## src/hdl/hcfr_pkg.sv

```systemverilog
`timescale 1ns / 1ps
// ----------------------------------------------------------------------------
// hcfr_pkg
// Shared types, register indexes, reset values and the CRC-16-CCITT byte
// update for the header CRC frame receiver.
// ----------------------------------------------------------------------------
package hcfr_pkg;

   // Frame geometry
   localparam int          MAX_FRAME_LENGTH_DEFAULT = 255;
   localparam logic [7:0]  MIN_FRAME_LENGTH         = 8'd4;

   // Register reset values
   localparam logic [15:0] HEADER_WORD_RESET  = 16'hA5A0;
   localparam logic [7:0]  FRAME_LENGTH_RESET = 8'd30;

   // CRC-16-CCITT, MSB first, no reflection, no final XOR
   localparam logic [15:0] CRC_INIT = 16'hFFFF;
   localparam logic [15:0] CRC_POLY = 16'h1021;

   // Configuration register indexes
   localparam int          CSR_INDEX_WIDTH   = 2;
   localparam int          CSR_DATA_WIDTH    = 16;
   localparam logic [CSR_INDEX_WIDTH-1:0] CSR_HEADER_WORD  = 2'd0;
   localparam logic [CSR_INDEX_WIDTH-1:0] CSR_FRAME_LENGTH = 2'd1;

   // Item command codes
   localparam logic CMD_BYTE    = 1'b0;
   localparam logic CMD_RESTART = 1'b1;

   // Input beat
   typedef struct packed {
      logic       cmd;
      logic [7:0] rx_byte;
   } req_type;

   // Result beat
   typedef struct packed {
      logic [1:0] receiver_state;
      logic       frame_good;
      logic       crc_mismatch;
   } rsp_type;

   // Fold one byte into the running CRC (eight shift steps, unrolled)
   function automatic logic [15:0] crc_byte(input logic [15:0] crc, input logic [7:0] data);
      logic [15:0] c;
      c = crc ^ {data, 8'h00};
      for (int k = 0; k < 8; k++) begin
         if (c[15]) begin
            c = {c[14:0], 1'b0} ^ CRC_POLY;
         end else begin
            c = {c[14:0], 1'b0};
         end
      end
      return c;
   endfunction

endpackage

```

## src/hdl/header_crc_frame_receiver.sv

```systemverilog
`timescale 1ns / 1ps
// ----------------------------------------------------------------------------
// header_crc_frame_receiver
// Fixed-length frame receiver: two-byte header, running CRC-16-CCITT over
// all bytes but the last two, which carry the expected CRC high byte first.
// ----------------------------------------------------------------------------
// The byte-wide CRC update and receiver state machine are combinational;
// each accepted beat's result goes to the output register, or the skid
// register if full, so a new beat can be taken every cycle while req_ready
// is high. A two-entry output stage (output register plus skid register)
// keeps the input side running while a result waits; req_ready drops only
// when both entries are full. Configuration registers are written through
// the csr_ channel, which is always ready; write them only while the block
// is idle. A frame_length below 4 acts as 4, one above MAX_FRAME_LENGTH acts
// as MAX_FRAME_LENGTH. After a good frame the receiver stays completed and
// ignores bytes until a restart beat arrives.
// ----------------------------------------------------------------------------
module header_crc_frame_receiver #(
   parameter int MAX_FRAME_LENGTH = hcfr_pkg::MAX_FRAME_LENGTH_DEFAULT
) (
   input  logic                                 clock,
   input  logic                                 reset,
   // input beats
   input  logic                                 req_valid,
   output logic                                 req_ready,
   input  hcfr_pkg::req_type                    req_data,
   // result beats
   output logic                                 rsp_valid,
   input  logic                                 rsp_ready,
   output hcfr_pkg::rsp_type                    rsp_data,
   // configuration writes
   input  logic                                 csr_valid,
   output logic                                 csr_ready,
   input  logic [hcfr_pkg::CSR_INDEX_WIDTH-1:0] csr_index,
   input  logic [hcfr_pkg::CSR_DATA_WIDTH-1:0]  csr_wdata
);

   import hcfr_pkg::*;

   localparam logic [7:0] MAX_LEN = 8'(MAX_FRAME_LENGTH);

   typedef enum logic [1:0] {
      ST_IDLE      = 2'd0,
      ST_STARTED   = 2'd1,
      ST_RECEIVING = 2'd2,
      ST_COMPLETED = 2'd3
   } state_type;

   // Configuration registers
   logic [15:0] header_word_ff;
   logic [7:0]  frame_length_ff;

   // Receiver state
   state_type   state_ff, state_in;
   logic [7:0]  count_ff, count_in;
   logic [15:0] crc_ff, crc_in;
   logic [7:0]  check_hi_ff, check_hi_in;

   // Output stage
   logic        out_valid_ff;
   rsp_type     out_data_ff;
   logic        skid_valid_ff;
   rsp_type     skid_data_ff;

   logic        req_fire;
   logic        rsp_fire;
   logic [7:0]  eff_len;
   logic        good;
   logic        bad;
   rsp_type     result;

   assign csr_ready = 1'b1;
   assign req_ready = !skid_valid_ff;
   assign req_fire  = req_valid && req_ready;
   assign rsp_valid = out_valid_ff;
   assign rsp_data  = out_data_ff;
   assign rsp_fire  = out_valid_ff && rsp_ready;

   // Clamp the frame length into its legal range
   always_comb begin
      eff_len = frame_length_ff;
      if (eff_len < MIN_FRAME_LENGTH) begin
         eff_len = MIN_FRAME_LENGTH;
      end
      if (eff_len > MAX_LEN) begin
         eff_len = MAX_LEN;
      end
   end

   // Work out the next receiver state and the flags for this beat
   always_comb begin
      state_in    = state_ff;
      count_in    = count_ff;
      crc_in      = crc_ff;
      check_hi_in = check_hi_ff;
      good        = 1'b0;
      bad         = 1'b0;
      if (req_data.cmd == CMD_RESTART) begin
         state_in = ST_IDLE;
         count_in = 8'd0;
         crc_in   = CRC_INIT;
      end else begin
         case (state_ff)
            ST_IDLE: begin
               if (req_data.rx_byte == header_word_ff[15:8]) begin
                  crc_in   = crc_byte(CRC_INIT, req_data.rx_byte);
                  count_in = 8'd1;
                  state_in = ST_STARTED;
               end
            end
            ST_STARTED: begin
               if (req_data.rx_byte == header_word_ff[7:0]) begin
                  crc_in   = crc_byte(crc_ff, req_data.rx_byte);
                  count_in = 8'd2;
                  state_in = ST_RECEIVING;
               end else begin
                  state_in = ST_IDLE;
                  count_in = 8'd0;
                  crc_in   = CRC_INIT;
               end
            end
            ST_RECEIVING: begin
               if (count_ff >= eff_len - 8'd1) begin
                  // final CRC byte: compare against the running value
                  if ({check_hi_ff, req_data.rx_byte} == crc_ff) begin
                     state_in = ST_COMPLETED;
                     count_in = count_ff + 8'd1;
                     good     = 1'b1;
                  end else begin
                     state_in = ST_IDLE;
                     count_in = 8'd0;
                     crc_in   = CRC_INIT;
                     bad      = 1'b1;
                  end
               end else begin
                  if (count_ff == eff_len - 8'd2) begin
                     check_hi_in = req_data.rx_byte;
                  end else begin
                     crc_in = crc_byte(crc_ff, req_data.rx_byte);
                  end
                  count_in = count_ff + 8'd1;
               end
            end
            default: begin
               // completed: ignore bytes until restart
            end
         endcase
      end
      result.receiver_state = state_in;
      result.frame_good     = good;
      result.crc_mismatch   = bad;
   end

   // Hold state, configuration and the output stage
   always_ff @(posedge clock) begin
      if (reset) begin
         header_word_ff  <= HEADER_WORD_RESET;
         frame_length_ff <= FRAME_LENGTH_RESET;
         state_ff        <= ST_IDLE;
         count_ff        <= 8'd0;
         crc_ff          <= CRC_INIT;
         check_hi_ff     <= 8'd0;
         out_valid_ff    <= 1'b0;
         skid_valid_ff   <= 1'b0;
      end else begin
         // register writes
         if (csr_valid && csr_ready) begin
            case (csr_index)
               CSR_HEADER_WORD:  header_word_ff  <= csr_wdata;
               CSR_FRAME_LENGTH: frame_length_ff <= csr_wdata[7:0];
               default: begin
               end
            endcase
         end

         // advance the receiver on each accepted beat
         if (req_fire) begin
            state_ff    <= state_in;
            count_ff    <= count_in;
            crc_ff      <= crc_in;
            check_hi_ff <= check_hi_in;
         end

         // output register with skid entry behind it
         if (rsp_fire) begin
            if (skid_valid_ff) begin
               out_data_ff   <= skid_data_ff;
               skid_valid_ff <= 1'b0;
            end else if (req_fire) begin
               out_data_ff <= result;
            end else begin
               out_valid_ff <= 1'b0;
            end
         end else if (req_fire) begin
            if (out_valid_ff) begin
               skid_data_ff  <= result;
               skid_valid_ff <= 1'b1;
            end else begin
               out_data_ff  <= result;
               out_valid_ff <= 1'b1;
            end
         end
      end
   end

endmodule
```

## config.mk

```make
export PLATFORM = sky130hd
export DESIGN_NAME = header_crc_frame_receiver
export DESIGN_NICKNAME = d
export VERILOG_FILES = /design/src/hdl/hcfr_pkg.sv /design/src/hdl/header_crc_frame_receiver.sv
export SDC_FILE = /design/constraint.sdc
export NUM_CORES = 1
export LEC_CHECK = 0
export ABC_CLOCK_PERIOD_IN_PS = 4000
export BUFFER_PORTS_ARGS = -buffer_cell sky130_fd_sc_hd__buf_4
export CORE_ASPECT_RATIO = 1.5
export CORE_MARGIN = 2
export CORE_UTILIZATION = 30
export CTS_BUF_LIST = sky130_fd_sc_hd__clkbuf_8
export DETAILED_ROUTE_END_ITERATION = 12
export SYNTH_ARGS = -nofsm -noshare
export SYNTH_HDL_FRONTEND = slang
export SYNTH_SLANG_ARGS = --single-unit
export TNS_END_PERCENT = 10
```

## constraint.sdc

```tcl
create_clock -name clock -period 4 [get_ports clock]
set_input_delay 0.4 -clock clock [delete_from_list [all_inputs] [get_ports clock]]
set_output_delay 0.4 -clock clock [all_outputs]
set_load 0.1 [all_outputs]
```

==> metrics, run 1 <==
Async S/R FF share, synth=0; PD cells=around 310 mW/mm2; Die Height=153 um; Hold Crit Class=primary input to register; LEAKAGE=2.00 nW; Avg Vias per Cell=4.99; Rel. slew slack=0.349; initial antenna violation count=0; sw frac=0.286; Net Sw Power=roughly 0.45 mW; die width=~100 um; total power=~1.6 mW; Critical Path End Type=register; Core Region=0.0145 mm2; min cycle time layout=between 3 and 4 ns; arrival time worst endpoint=~4 ns; largest net degree at the start of global routing=53; cell area after synthesis=about 0.0044 mm2; Skew-Pair Late Insertion Delay=roughly 0.36 ns; Setup violations, final=0; IO Port Bufs=37; Synth Warn #=0; Initial Util=0.306; drt drc=0; CTS tree=built; Reg clk slew, reported paths=approximately 0.080 ns; Num CTS Buffers=9; post-layout util=0.350; Total Wirelength=roughly 12000 um; # resized after CTS=0; H-Tree Depth=3; hold bufs inserted after CTS=0; post-synthesis cell count=527; Antenna Cells=0; setup ws final=0.122 ns; Pins Over Slew Limit=0; clk sinks=68; fmax=0.258 GHz; fin crit share=0.969; die area=between 0.015 and 0.02 mm2; routability cong.=around 0.92; fraction of layout cells with a size suffix above 1=0.155; All-Layer GR Usage=0.154; antenna-violating nets left=0; first-pass GRT wire length=19000 um; P&R area growth vs syn=14.3%; Unique masters post-synth=57; Max VDD drop=around 0.00024 V; Main synth FF type=dfxtp_1; detailed-route via count=roughly 3800; maximum buffer depth of the clock tree=2; clock network power share=0.381; total of max-cap violations=0; Logic pwr share=0.161; crit-path max FO=4; Root Buffer Master=clkbuf_8; fin nets=around 600; Seq/Total Area, Yosys=0.326; most frequent cells in the layout=dfxtp_1 (60), nor2_1 (59), nand2_1 (49), buf_4 (49), a21oi_1 (48); commonest non-fill, non-tap cell in the layout=dfxtp_1; Synthesized Nets=about 580; Critical Path Start Type=register; cell internal pwr=1.13 mW; grt ovf=0; TritonRoute pass-1 iters=4; run status=finished, final reports clean; Cell Rows=between 50 and 60; Crit Path Category=register to register; synthesized flop and latch total=68; violation count after the first detailed-route iteration=209; Placement Setup Slack=~0.035 ns; Setup Skew=between 0.01 and 0.015 ns; vias in the first global route=3685; sequential power share=0.458; RSZ-0062 raised after global routing=true; Slew @ Worst Pin=0.972 ns; Detail Placement HPWL=8710 um; WP data required=between 4 and 5 ns; Post-CTS Setup Bufs=0; synthesized area per cell=approximately 8.4 um2; Avg WL per Cell=around 16 um; final hold vios=0; Post-synth EDFFs=8; I/O pin total=39
[cell usage after synthesis, types with 7 or more instances]
cell type  instances  share of area
a21oi_1           48          0.054
buf_4             10          0.017
clkbuf_1          14          0.012
dfxtp_1           60           0.27
edfxtp_1           8          0.054
ha_1              16          0.045
inv_1             16          0.014
mux2i_1           33          0.075
nand2_1           49          0.042
nand3_1           12          0.014
nand4_1            7         0.0099
nor2_1            59          0.050
nor3_1            10          0.011
o21ai_0           24          0.027
xnor2_1           40          0.079
xor2_1            29          0.057
[power by group through the flow]
| stage | clock network (mW) | logic, mW | registers, mW |
|---|---|---|---|
| detailed placement | 0 | 0.251 | 0.744 |
| global placement | 0 | 0.246 | 0.743 |
| floorplan | 0 | 0.176 | 0.754 |
| global route | 0.643 | 0.279 | 0.730 |
| CTS | 0.614 | 0.252 | 0.728 |
| finish | 0.604 | 0.256 | 0.728 |
[metrics by stage]
step | setup TNS, ns | hold slack (ns) | std cells | area [um2]
after CTS | 0 | 0.236 | 751 | 5020
after detailed placement | 0 | 0.466 | 735 | 4810
final | 0 | 0.253 | 752 | 5060
after global placement | 0 | 0.460 | 735 | 4810
after global routing | -0.0119 | 0.248 | 752 | 5060
after floorplan | 0 | 0.449 | 527 | 4420
[cells by family (layout without fill, tap and decap cells)]
kind of cell,after synthesis,in the layout,synth area share
compound gates,107,107,0.151
xor+xnor,69,69,0.137
fa+ha+maj,16,16,0.0453
buf+inv,53,81,0.0665
flops,68,68,0.326
mux,36,36,0.0823
other cells,1,1,0.000848
simple gates,177,178,0.191
[registers in the layout, summed over array words and instances, names as in the netlist, 2 cells and up]
signal and count:
header_word_ff 16, count_ff 8, state_ff 2, check_hi_ff 8, crc_ff 16, skid_data_ff 4, rsp_data 4, frame_length_ff 8
[worst max-delay path: stages, from the launching register on]
cell      delay, ns
dfxtp_1        0.31
or4_4          0.58
nor3_1         0.22
nand2b_4       0.20
ha_1           0.18
nand2_1        0.09
nor3_1         0.19
mux2i_1        0.30
ha_1           0.18
nand4_1        0.12
o31a_1         0.35
o21ai_1        0.18
a21oi_1        0.11
o41a_1         0.34
mux2_2         0.27
[path summary, 6_finish.rpt]
kind	startpoint	end	slack (ns)	depth (start not counted)
max	frame_length_ff[3]	rsp_data[2]	0.12	14
min	rsp_ready	skid_valid_ff	0.25	2
max reg2reg	frame_length_ff[3]	rsp_data[2]	0.12	14
min reg2reg	header_word_ff[12]	header_word_ff[12]	0.47	2
[cell type report]
class / instances / area (um2)
Clock buffer: 11 / 151
Clock inverter: 5 / 58.8
Fill cell: 1548 / 9400
Inverter: 16 / 60.1
Multi-Input combinational cell: 407 / 2730
Sequential cell: 68 / 1440
Tap cell: 196 / 245
Timing Repair Buffer: 49 / 368
[routing by layer]
metal  global-route usage  wire, um  up-vias
met5                    0         0        -
met4               0.0721       342        0
met3               0.0248       399       22
met2                0.264      6180       79
met1                0.183      4800     1789
li1                     -         -     1866
(Power assumes the default switching activity.)
==> run 2: changes to the inputs <==
CORE_UTILIZATION = 40   (was 30)
REMOVE_ABC_BUFFERS = 1   (was unset)
==> run 2 against run 1 <==
Net effect: critical path depth did not move; critical path type unchanged; design area decreased by 0.74%; largest power group is now clock; fmax increased by 2.5%; non-clock buffer count down 1; clock skew increased by 0.0015 ns; via count is 1.5% lower; sequential power about the same; first-iteration DRC count shrank 40%; clock power grew 22%; cell count decreased by 6.8%.
==> metrics, run 2 (synthesis results as in run 1) <==
clk sinks=68 (unchanged); Hold Slack=0.239 ns (-0.0141 ns); crit-path leading delay family=simple AND/OR/NAND/NOR gates; total of max-cap violations=0 (unchanged); grt ovf=0 (unchanged); Max VDD drop=0.000241 V (+0.45%); commonest non-fill, non-tap cell in the layout=dfxtp_1; PD cells=342 mW/mm2 (+9.0%); detailed-route via count=3699 (-1.5%); Root Buffer Master=clkbuf_8; fin nets=597 (-0.33%); Avg WL per Cell=16.1 um (+3.2%); Num CTS Buffers=9 (unchanged); Pins Over Slew Limit=0 (unchanged); Antenna Cells=0 (unchanged); Critical Path End Type=register; Avg Vias per Cell=5.28 (+5.6%); P&R area growth vs syn=13.5%; Hold Crit Class=primary input to register; vias in the first global route=3745 (+1.6%); arrival time worst endpoint=3.89 ns (-0.10 ns); routability cong.=0.855 (-7.6%); Critical Path Start Type=register; Buf+Inv Stages, Crit Path=0 (unchanged); Reg clk slew, reported paths=0.08 ns (about the same); Setup Skew=0.0123 ns (+0.00153 ns); run status=finished, final reports clean; placed cell count=685 (-6.8%); Rel. slew slack=0.389 (+0.0397); Largest regs=crc_ff (16), header_word_ff (16); violation count after the first detailed-route iteration=126 (-40%); antenna-violating nets left=0 (unchanged); maximum buffer depth of the clock tree=2 (unchanged); Setup violations, final=0 (unchanged); TritonRoute pass-1 iters=5 (+1); Cell Rows=47 (-13%); CTS tree=built; Initial Util=0.404 (+0.0985); die width=89.9 um (-13%); fin crit share=0.945 (-0.0240); Core Region=0.0109 mm2 (-24%); I/O pin total=39 (unchanged); critical path's slowest cell=or4_4; Detail Placement HPWL=8330 um (-4.3%); CP cell instances=or4_4 > nor3_2 > nand2b_4 > ha_1 > nand2_1 > nor3_1 > mux2i_1 > ha_1 > nand2_1 > o21a_1 > o31ai_1 > and3_1 > o41a_1 > mux2_2; H-Tree Depth=3 (unchanged); Post-Layout Cell Count=701 (-6.8%); first-pass GRT wire length=18400 um (-3.1%); largest net degree at the start of global routing=53 (unchanged); die area=0.0119 mm2 (-24%); Die Height=133 um (-13%); initial antenna violation count=0 (unchanged); fraction of layout cells with a size suffix above 1=0.150 (-0.00486); drt drc=0 (unchanged); fmax=0.264 GHz (+2.5%); final hold vios=0 (unchanged); Skew-Pair Late Insertion Delay=0.36 ns (about the same); most frequent cells in the layout=dfxtp_1 (60), nor2_1 (59), nand2_1 (49); Crit Path Category=register to register; LEAKAGE=2.02 nW (+0.74%); hold bufs inserted after CTS=0 (unchanged); crit-path max FO=4 (unchanged); min cycle time layout=3.78 ns (-0.0961 ns); WP data required=4.11 ns (about the same); Slew @ Worst Pin=0.912 ns (-0.0593 ns); crit-path max cell delay=0.59 ns (about the same); IO Port Bufs=37 (unchanged); Total Wirelength=11300 um (-3.8%); All-Layer GR Usage=0.193 (+0.0387)
==> run 2: through the flow <==
| stage | instance area (um2) | setup slack (ns) | utilization | power (mW) | TNS (ns) |
|---|---|---|---|---|---|
| finish | 5020 | 0.219 | 0.459 | 1.72 | 0 |
| global route | 5020 | -0.0164 | 0.459 | 1.79 | -0.0291 |
| CTS | 5000 | 0.0787 | 0.457 | 1.72 | 0 |
| detailed placement | 4740 | 0.00912 | 0.433 | 0.993 | 0 |
| global placement | 4740 | 0.102 | 0.433 | 0.987 | 0 |
| floorplan | 4190 | 0.0899 | - | 0.900 | 0 |
==> run 2: final timing paths <==
path | from | to | slack [ns] | depth (start not counted)
max reg2reg | frame_length_ff[3] | rsp_data[2] | 0.22 | 14
max | frame_length_ff[3] | rsp_data[2] | 0.22 | 14
min reg2reg | header_word_ff[12] | header_word_ff[12] | 0.47 | 2
min | rsp_ready | skid_valid_ff | 0.24 | 2
==> run 2: what timing repair did <==
action,CTS,global route
endpoints found under the setup margin,2,32
endpoints found under the hold margin,0,0
gates resized for setup,1,7
setup buffers,0,0
==> run 2: metal layers <==
metal | share of wire | GRT usage | vias up
met1 | 0.40 | 0.211 | 1728
met3 | 0.036 | 0.0342 | 24
met2 | 0.53 | 0.359 | 85
met4 | 0.037 | 0.0889 | 0
met5 | 0 | 0 | -
li1 | - | - | 1862
==> run 2: cell type report <==
type,instances,area (um2)
Clock buffer,11,151
Multi-Input combinational cell,406,2720
Sequential cell,68,1440
Tap cell,147,184
Timing Repair Buffer,48,360
Inverter,16,60.1
Fill cell,1132,5920
Clock inverter,5,106
==> run 2: where the power goes <==
group	internal, mW	switching [mW]	leakage, nW
Sequential	0.708	0.0203	0.567
Clock	0.451	0.289	0.126
Combinational	0.102	0.148	1.32
